<file path="src/pcte_pkg.sv">
// Package: shared types, opcode constants and opcode decode functions for the color table extractor.
package pcte_pkg;

    // Bytes skipped after a pixmap opcode, and the color table entry limit
    localparam int PIXMAP_SKIP = 46;
    localparam int MAX_COLORS  = 256;

    // Picture size plus frame, skipped at the start of a picture
    localparam logic [31:0] HEADER_SKIP = 32'd10;

    // Opcodes with a special meaning
    localparam logic [15:0] OP_LONG_MIN    = 16'h8100;
    localparam logic [15:0] OP_END_PIC     = 16'h00FF;
    localparam logic [15:0] OP_HEADER_OP   = 16'h0C00;
    localparam logic [15:0] OP_BITS_RECT   = 16'h0090;
    localparam logic [15:0] OP_BITS_RGN    = 16'h0091;
    localparam logic [15:0] OP_PACK_RECT   = 16'h0098;
    localparam logic [15:0] OP_PACK_RGN    = 16'h0099;
    localparam logic [15:0] OP_LONG_COMM   = 16'h00A1;
    localparam logic [15:0] OP_SHORT_MIN   = 16'h009A;
    localparam logic [15:0] OP_SHORT_MAX   = 16'h009F;
    localparam logic [15:0] OP_SHORT_COMM  = 16'h00A2;
    localparam logic [15:0] OP_CLIP_RGN    = 16'h0001;
    localparam logic [15:0] OP_RGN_MIN     = 16'h0080;
    localparam logic [15:0] OP_RGN_MAX     = 16'h0084;

    // Input transfer payload
    typedef struct packed {
        logic [7:0] data_byte;
        logic       start_flag;
    } pcte_in_t;

    // Result transfer payload
    typedef struct packed {
        logic [7:0] table_byte;
        logic       status;
        logic       is_last;
    } pcte_out_t;

    // Result handed from the parser to the output stage
    typedef struct packed {
        logic      valid;
        pcte_out_t data;
    } pcte_res_t;

    // Region opcodes carry a size that counts its own two bytes
    function automatic logic is_region(input logic [15:0] op);
        return (op == OP_CLIP_RGN) || ((op >= OP_RGN_MIN) && (op <= OP_RGN_MAX));
    endfunction

    // Pixmap opcodes lead to the color table
    function automatic logic is_pixmap(input logic [15:0] op);
        return (op == OP_BITS_RECT) || (op == OP_BITS_RGN) ||
               (op == OP_PACK_RECT) || (op == OP_PACK_RGN);
    endfunction

    // Number of length prefix bytes: 0, 2 or 4
    function automatic logic [2:0] prefix_bytes(input logic [15:0] op);
        logic [2:0] n;
        n = 3'd0;
        if ((op >= OP_LONG_MIN) || (op == OP_LONG_COMM)) begin
            n = 3'd4;
        end else if (((op >= OP_SHORT_MIN) && (op <= OP_SHORT_MAX)) ||
                     (op == OP_SHORT_COMM) || is_region(op)) begin
            n = 3'd2;
        end
        return n;
    endfunction

    // Fixed payload length of opcodes without a length prefix
    function automatic logic [4:0] fixed_length(input logic [15:0] op);
        logic [4:0] n;
        case (op) inside
            16'h0004: begin
                n = 5'd1;
            end
            16'h0003, 16'h0005, 16'h0008, 16'h0011, 16'h000D, 16'h0015, 16'h0016,
            16'h0023, 16'h00A0, 16'h0100, 16'h01FF: begin
                n = 5'd2;
            end
            16'h0006, 16'h0007, 16'h000B, 16'h000C, 16'h000E, 16'h000F, 16'h0021,
            16'h0068, 16'h0069, 16'h006A, 16'h006B, 16'h006C, 16'h006D, 16'h006E,
            16'h006F, 16'h0200: begin
                n = 5'd4;
            end
            16'h0002, 16'h0009, 16'h000A, 16'h0010, 16'h0020, 16'h0030, 16'h0031,
            16'h0032: begin
                n = 5'd8;
            end
            16'h0012, 16'h0013, 16'h0014: begin
                n = 5'd16;
            end
            OP_HEADER_OP: begin
                n = 5'd24;
            end
            default: begin
                n = 5'd0;
            end
        endcase
        return n;
    endfunction

endpackage

</file>
<file path="src/pict_color_table_extractor.sv">
// Top level: picture color table extractor, byte stream in, color table bytes out.
//
//   Port group        Dir  Payload                            Handshake
//   s_valid/s_ready   in   s_data  {data_byte, start_flag}    transfer on valid & ready
//   m_valid/m_ready   out  m_data  {table_byte, status, is_last} transfer on valid & ready
//
// One byte is taken per cycle while s_ready is high; its result, if any, shows on m_data the next cycle.
// The parser state updates in the same cycle the byte transfers, so throughput is one
// byte per clock while m_ready stays high.
// s_ready falls only while a result sits in the output register and m_ready is low.
// aresetn (synchronous, active low) returns the parser to the header skip and empties
// the output register; start_flag on a byte restarts the parser as well.
module pict_color_table_extractor #(
    parameter int PIXMAP_SKIP = pcte_pkg::PIXMAP_SKIP,
    parameter int MAX_COLORS  = pcte_pkg::MAX_COLORS
) (
    input  logic                aclk,
    input  logic                aresetn,
    input  logic                s_valid,
    output logic                s_ready,
    input  pcte_pkg::pcte_in_t  s_data,
    output logic                m_valid,
    input  logic                m_ready,
    output pcte_pkg::pcte_out_t m_data
);

    pcte_pkg::pcte_res_t res;
    logic                load_ok;
    logic                in_accept;

    assign s_ready   = load_ok;
    assign in_accept = s_valid && load_ok;

    pcte_parser #(
        .PIXMAP_SKIP (PIXMAP_SKIP),
        .MAX_COLORS  (MAX_COLORS)
    ) u_parser (
        .aclk      (aclk),
        .aresetn   (aresetn),
        .in_accept (in_accept),
        .in_data   (s_data),
        .res       (res)
    );

    pcte_out_reg u_out_reg (
        .aclk    (aclk),
        .aresetn (aresetn),
        .res     (res),
        .load_ok (load_ok),
        .m_valid (m_valid),
        .m_ready (m_ready),
        .m_data  (m_data)
    );

endmodule

</file>
<file path="src/pcte_parser.sv">
// Parser: phase, skip and length state, updated once per accepted byte, with the result it causes.
module pcte_parser #(
    parameter int PIXMAP_SKIP = pcte_pkg::PIXMAP_SKIP,
    parameter int MAX_COLORS  = pcte_pkg::MAX_COLORS
) (
    input  logic                aclk,
    input  logic                aresetn,
    input  logic                in_accept,
    input  pcte_pkg::pcte_in_t  in_data,
    output pcte_pkg::pcte_res_t res
);

    localparam logic [2:0] PH_SKIP_OP  = 3'd0;
    localparam logic [2:0] PH_OPCODE   = 3'd1;
    localparam logic [2:0] PH_LENGTH   = 3'd2;
    localparam logic [2:0] PH_SKIP_PIX = 3'd3;
    localparam logic [2:0] PH_HEADER   = 3'd4;
    localparam logic [2:0] PH_ENTRIES  = 3'd5;
    localparam logic [2:0] PH_DONE     = 3'd6;

    localparam logic [7:0]  CNT_MAX   = 8'(MAX_COLORS - 1);
    localparam logic [31:0] PIX_SKIP  = 32'(PIXMAP_SKIP);

    logic [2:0]  phase_reg,  phase_next;
    logic [31:0] skip_reg,   skip_next;
    logic [15:0] opcode_reg, opcode_next;
    logic [2:0]  fbi_reg,    fbi_next;
    logic [31:0] len_reg,    len_next;
    logic [11:0] emit_reg,   emit_next;

    // State seen by this byte, after a restart
    logic [2:0]  cur_phase;
    logic [31:0] cur_skip;
    logic [15:0] cur_opcode;
    logic [2:0]  cur_fbi;
    logic [31:0] cur_len;
    logic [11:0] cur_emit;

    logic [7:0]  b;
    logic [31:0] skip_dec;
    logic [15:0] op_new;
    logic [31:0] len_shift;
    logic [2:0]  fbi_inc;
    logic [31:0] skip_len;
    logic [15:0] hdr_len;
    logic [7:0]  cnt_sat;
    logic [8:0]  cnt_plus;
    logic [11:0] emit_dec;
    logic [31:0] es_n;
    logic [2:0]  es_target;
    logic        es_go;

    // Apply restart, then compute next state and result
    always_comb begin
        b = in_data.data_byte;
        if (in_data.start_flag) begin
            cur_phase  = PH_SKIP_OP;
            cur_skip   = pcte_pkg::HEADER_SKIP;
            cur_opcode = '0;
            cur_fbi    = '0;
            cur_len    = '0;
            cur_emit   = '0;
        end else begin
            cur_phase  = phase_reg;
            cur_skip   = skip_reg;
            cur_opcode = opcode_reg;
            cur_fbi    = fbi_reg;
            cur_len    = len_reg;
            cur_emit   = emit_reg;
        end

        skip_dec  = (cur_skip != '0) ? cur_skip - 32'd1 : '0;
        op_new    = {cur_opcode[7:0], b};
        len_shift = {cur_len[23:0], b};
        fbi_inc   = cur_fbi + 3'd1;
        hdr_len   = {cur_len[7:0], b};
        cnt_sat   = (hdr_len > {8'd0, CNT_MAX}) ? CNT_MAX : hdr_len[7:0];
        cnt_plus  = {1'b0, cnt_sat} + 9'd1;
        emit_dec  = (cur_emit != '0) ? cur_emit - 12'd1 : '0;

        if (pcte_pkg::is_region(cur_opcode)) begin
            skip_len = (len_shift >= 32'd2) ? len_shift - 32'd2 : '0;
        end else begin
            skip_len = len_shift;
        end

        phase_next  = cur_phase;
        skip_next   = cur_skip;
        opcode_next = cur_opcode;
        fbi_next    = cur_fbi;
        len_next    = cur_len;
        emit_next   = cur_emit;

        es_go     = 1'b0;
        es_n      = '0;
        es_target = PH_OPCODE;

        res.valid           = 1'b0;
        res.data.table_byte = '0;
        res.data.status     = 1'b0;
        res.data.is_last    = 1'b0;

        unique case (cur_phase)
            PH_SKIP_OP, PH_SKIP_PIX: begin
                skip_next = skip_dec;
                if (skip_dec == '0) begin
                    phase_next = (cur_phase == PH_SKIP_PIX) ? PH_HEADER : PH_OPCODE;
                    fbi_next   = '0;
                    len_next   = '0;
                end
            end
            PH_OPCODE: begin
                opcode_next = op_new;
                if (cur_fbi == '0) begin
                    fbi_next = 3'd1;
                end else begin
                    fbi_next = '0;
                    if (op_new == pcte_pkg::OP_END_PIC) begin
                        phase_next      = PH_DONE;
                        res.valid       = 1'b1;
                        res.data.status = 1'b1;
                        res.data.is_last = 1'b1;
                    end else if (pcte_pkg::is_pixmap(op_new)) begin
                        es_go     = 1'b1;
                        es_n      = PIX_SKIP;
                        es_target = PH_HEADER;
                    end else if (pcte_pkg::prefix_bytes(op_new) != '0) begin
                        phase_next = PH_LENGTH;
                        len_next   = '0;
                    end else begin
                        es_go = 1'b1;
                        es_n  = {27'd0, pcte_pkg::fixed_length(op_new)};
                    end
                end
            end
            PH_LENGTH: begin
                len_next = len_shift;
                fbi_next = fbi_inc;
                if (fbi_inc >= pcte_pkg::prefix_bytes(cur_opcode)) begin
                    es_go = 1'b1;
                    es_n  = skip_len;
                end
            end
            PH_HEADER: begin
                if (cur_fbi >= 3'd6) begin
                    len_next = {16'd0, hdr_len};
                end
                res.valid           = 1'b1;
                res.data.table_byte = b;
                if (cur_fbi == 3'd7) begin
                    emit_next  = {cnt_plus, 3'b000};
                    fbi_next   = '0;
                    phase_next = PH_ENTRIES;
                end else begin
                    fbi_next = fbi_inc;
                end
            end
            PH_ENTRIES: begin
                res.valid           = 1'b1;
                res.data.table_byte = b;
                emit_next           = emit_dec;
                if (emit_dec == '0) begin
                    phase_next       = PH_DONE;
                    res.data.is_last = 1'b1;
                end
            end
            default: begin
                // finished: drop bytes until restart
            end
        endcase

        // Start a skip; an empty skip goes straight to its target
        if (es_go) begin
            skip_next = es_n;
            fbi_next  = '0;
            len_next  = '0;
            if (es_n == '0) begin
                phase_next = es_target;
            end else begin
                phase_next = (es_target == PH_HEADER) ? PH_SKIP_PIX : PH_SKIP_OP;
            end
        end

        res.valid = res.valid & in_accept;
    end

    // Advance state on each transfer
    always_ff @(posedge aclk) begin
        if (!aresetn) begin
            phase_reg  <= PH_SKIP_OP;
            skip_reg   <= pcte_pkg::HEADER_SKIP;
            opcode_reg <= '0;
            fbi_reg    <= '0;
            len_reg    <= '0;
            emit_reg   <= '0;
        end else if (in_accept) begin
            phase_reg  <= phase_next;
            skip_reg   <= skip_next;
            opcode_reg <= opcode_next;
            fbi_reg    <= fbi_next;
            len_reg    <= len_next;
            emit_reg   <= emit_next;
        end
    end

endmodule

</file>
<file path="src/pcte_out_reg.sv">
// Output register: holds one result until the downstream side takes it.
module pcte_out_reg (
    input  logic                aclk,
    input  logic                aresetn,
    input  pcte_pkg::pcte_res_t res,
    output logic                load_ok,
    output logic                m_valid,
    input  logic                m_ready,
    output pcte_pkg::pcte_out_t m_data
);

    logic                valid_reg;
    pcte_pkg::pcte_out_t data_reg;

    // Room when empty or when the held result leaves this cycle
    assign load_ok = !valid_reg || m_ready;

    // Track occupancy
    always_ff @(posedge aclk) begin
        if (!aresetn) begin
            valid_reg <= 1'b0;
        end else if (load_ok) begin
            valid_reg <= res.valid;
        end
    end

    // Load payload with each new result
    always_ff @(posedge aclk) begin
        if (load_ok && res.valid) begin
            data_reg <= res.data;
        end
    end

    assign m_valid = valid_reg;
    assign m_data  = data_reg;

endmodule
</file>
<file path="config.mk">
export PLATFORM = sky130hd
export DESIGN_NAME = pict_color_table_extractor
export DESIGN_NICKNAME = d
export VERILOG_FILES = /design/src/pcte_pkg.sv /design/src/pict_color_table_extractor.sv /design/src/pcte_parser.sv /design/src/pcte_out_reg.sv
export SDC_FILE = /design/constraint.sdc
export NUM_CORES = 1
export LEC_CHECK = 0
export BUFFER_PORTS_ARGS = -buffer_cell sky130_fd_sc_hd__buf_2
export CAP_MARGIN = 20
export CORE_UTILIZATION = 30
export CTS_BUF_LIST = sky130_fd_sc_hd__clkbuf_2 sky130_fd_sc_hd__clkbuf_4 sky130_fd_sc_hd__clkbuf_8
export DETAILED_ROUTE_END_ITERATION = 8
export PLACE_DENSITY = 0.53
export SYNTH_ARGS = -nofsm -noshare
export SYNTH_HDL_FRONTEND = slang
export SYNTH_SLANG_ARGS = --single-unit
</file>
<file path="constraint.sdc">
create_clock -name aclk -period 6 [get_ports aclk]
set_input_delay 0.9 -clock aclk [delete_from_list [all_inputs] [get_ports aclk]]
set_output_delay 0.9 -clock aclk [all_outputs]
set_load 0.005 [all_outputs]
</file>
==> metrics.md <==
| Metric | Value |
|---|---|
| Number of I/O port buffers | 24 |
| Reg clk slew, reported paths | 0.10 ns |
| Count leader, synth | nor2_1 |
| Max-Cap Viols | 0 |
| Clock Skews | 0.01343 ns |
| Max VDD drop | 0.09632 mV |
| H-tree Lvls | 3 |
| Global Route met1 Usage | 0.3120 |
| All-Layer GR Usage | 0.2142 |
| RSZ-0062 raised after global routing | no |
| Mux cell area share after synthesis | 0.009418 |
| Rows | 61 |
| R2r endpoint | u_parser.len_reg[0] |
| First-pass GRT wire length | 49.51 mm |
| Postcts setup bufs | 0 |
| Simple logic cell fraction of the synthesized area | 0.3096 |
| Post-CTS Hold Buffers | 0 |
| Leading area contributor after synthesis | dfxtp_1 |
| Detailed Routing Iterations Pass 1 | 6 |
| Critical path required time | 6.27 ns |
| Synth top cells by count | nor2_1, nand2_1, dfxtp_1, a21oi_1, o21ai_0 |
| I/O pin count | 25 |
| Mean Syn Cell Area | 7.202 sq um |
| Top-area cell type share of the netlist area | 0.2110 |
| CP Capture Type | flip-flop |
| Number of remaining DRC errors | 0 |
| Top cells by area, synth | dfxtp_1, nor2_1, nand2_1, a21oi_1, o21ai_0 |
| Core area | 0.02809 sq mm |
| WL/cell | 20.12 microns |
| M3 GR Usage | 0.02071 |
| Critical Path Fanout Max | 22 |
| Die Area | 0.02947 sq mm |
| Gpl congestion | 0.9229 |
| Max Fclk | 217.2 MHz |
| Worst hold path startpoint | u_parser.emit_reg[0] |
| DP Wirelength | 22.18 mm |
| Hold Path Depth | 2 |
| Buf+Inv Stages, Crit Path | 2 |
| Final Hold Vio Count | 0 |
| FF-to-FF setup slack | 1.85 ns |
| Hold WC Path Type | reg -> reg |
| FF-to-FF Start | u_parser.opcode_reg[3] |
| EDFF count, synth | 10 |
| CP peak stage delay | 0.56 ns |
| XOR/XNOR share of the synthesized area | 0.03753 |
| WL final | 30.90 mm |
| Met2 GRT Util | 0.3350 |
| DR vias/cell | 6.027 |
| Slew HR | 0.2789 |
| Leakage | 2.942 nW |
| Number of DRC markers in iteration 0 | 911 |
| Tightest Pin Transition | 1.077 ns |
| Yosys warning count | 0 |
| CTS tree | yes |
| Post_cts resized | 0 |
| Fin crit share | 0.7672 |
| Clk buf depth | 2 |
| Setup CP Type | in -> reg |
| Reg2reg path depth | 16 |
| Die Width | 171.7 microns |
| PwrDens | 156.5 mW/mm^2 |
| Max reg flops | 32 |
| Setup violators final | 0 |
| GR Overflow Total | 0 |
| Vias in the first global route | 8,528 |
| Setup TNS | 0 ns |
| Layout cells sized above 1 | 0.1019 |
| FF+latch count, synth | 101 |
| Initial antenna violation count | 0 |
| Post-synthesis sequential area ratio | 0.2457 |
| Final #Nets | 1,178 |
| Hold EP | u_parser.emit_reg[0] |
| Crit path cell chain | buf_2, nand2b_1, ha_1, nor3b_2, nand4_1, or2_1, o311ai_0, o211ai_1, o41ai_2, a211oi_1, a31oi_4, buf_4, o21ai_0 |
| Syn Inst Count | 1,199 |
| Crit-path slowest cell | o41ai_2 |
| Fillers | 3,129 |
| Worst Slack Setup Final | 1.397 ns |
| Adder-Cell Fraction of Synth Area | 0.01739 |
| CTS Sinks | 101 |
| Synth async-reset ratio | 0 |
| Largest net degree at the start of global routing | 67 |
| Fin crit period | 4.603 ns |
| Cts bufs inserted | 9 |
| Synth-to-layout area growth | 5.810% |
| Largest family of logic cells by synthesized area | compound AO/OA/AOI/OAI gates |
| Syn nets | 1,224 |
| CP top delay family | compound AO/OA/AOI/OAI gates |
| Crit path launch type | primary input |
| Max-slew violations | 0 |
| Mapped cell area | 0.008636 sq mm |
| Initial Utilization | 0.3075 |
| Status | finished, final reports clean |
| Grt peak-use layer | met2 |
| Crit path DAT | 4.88 ns |
| Clk_lat worst skew | 0.40 ns |
| Compound-cell area share of the yosys netlist | 0.3203 |
| Pre-CTS WS | 1.014 ns |
| Via count | 9,257 |
| Die height | 171.7 microns |
| Root Buffer | clkbuf_8 |
| Primary FF master, synth | dfxtp_1 |
| Critical path launch point | s_data[0] |
| Yosys cell types | 91 |
| Final antenna-violating net count | 0 |
| N_diodes | 0 |
-- cell usage in the layout, fill, tap and decap left out, types with 24 or more instances in the layout --
master,count
a21oi_1,85
nor3_1,44
dfxtp_1,91
a32oi_1,33
o21ai_0,75
a22oi_1,31
nand2_1,116
nand3_1,35
nor4_1,32
buf_2,24
nor2_1,131
-- layout make-up --
| cell class | count | area (sq um) | share of cell area |
|---|---|---|---|
| timing repair buffer | 45 | 275.3 | 0.03012 |
| multi-input combinational | 972 | 6006 | 0.6573 |
| sequential | 101 | 2122 | 0.2322 |
| tap | 378 | 473.0 | 0.05176 |
| clock buffer | 10 | 131.4 | 0.01438 |
| inverter | 24 | 90.09 | 0.009859 |
| clock inverter | 6 | 40.04 | 0.004382 |
-- cell families after synthesis --
logic type      count (synthesis)
simple gates                  517
compound gates                398
buf+inv                       126
flops                         101
xor+xnor                       37
fa+ha+maj                      12
mux                             8
-- metrics by stage --
step / utilization / cell area (sq um) / hold WS [ns] / instances / power, mW
after floorplan: - / 8636 / 0.4671 / 1199 / 0.9339
after global placement: 0.3185 / 8946 / 0.4887 / 1517 / 1.016
after detailed placement: 0.3185 / 8946 / 0.4965 / 1517 / 1.015
after CTS: 0.3246 / 9117 / 0.5109 / 1533 / 1.434
after global routing: 0.3253 / 9138 / 0.5541 / 1536 / 1.495
final: 0.3253 / 9138 / 0.5062 / 1536 / 1.430
-- how the worst max path moves through the flow --
stage,end,slack (ns),depth (start not counted)
2_1_floorplan,u_parser.len_reg[2],0.68,22
3_3_place_gp,u_parser.len_reg[0],1.13,13
3_5_place_dp,u_parser.len_reg[0],1.01,13
4_1_cts,u_parser.len_reg[0],1.43,13
5_1_grt,u_parser.len_reg[1],1.10,13
6_report,u_parser.len_reg[0],1.40,13
-- where the power goes --
part	switching [mW]	internal [mW]	total, mW
clock	0.267	0.154	0.422
combinational	0.200	0.0900	0.290
sequential	0.0280	0.691	0.719
total	0.495	0.935	1.43
-- routing by layer --
layer  vias up  routed length, microns
met5         -                       0
met4         0                     432
met3        32                    1906
met2       354                   13700
met1      4449                   14870
li1       4422                       -
-- worst register-to-register path, delay by kind of cell (launching register included) --
family          cells  cell delay [ns]
buf+inv             1             0.28
simple gates        6             1.63
fa+ha+maj           1             0.27
flops               1             0.41
compound gates      8             1.50
(Power assumes the default switching activity.)
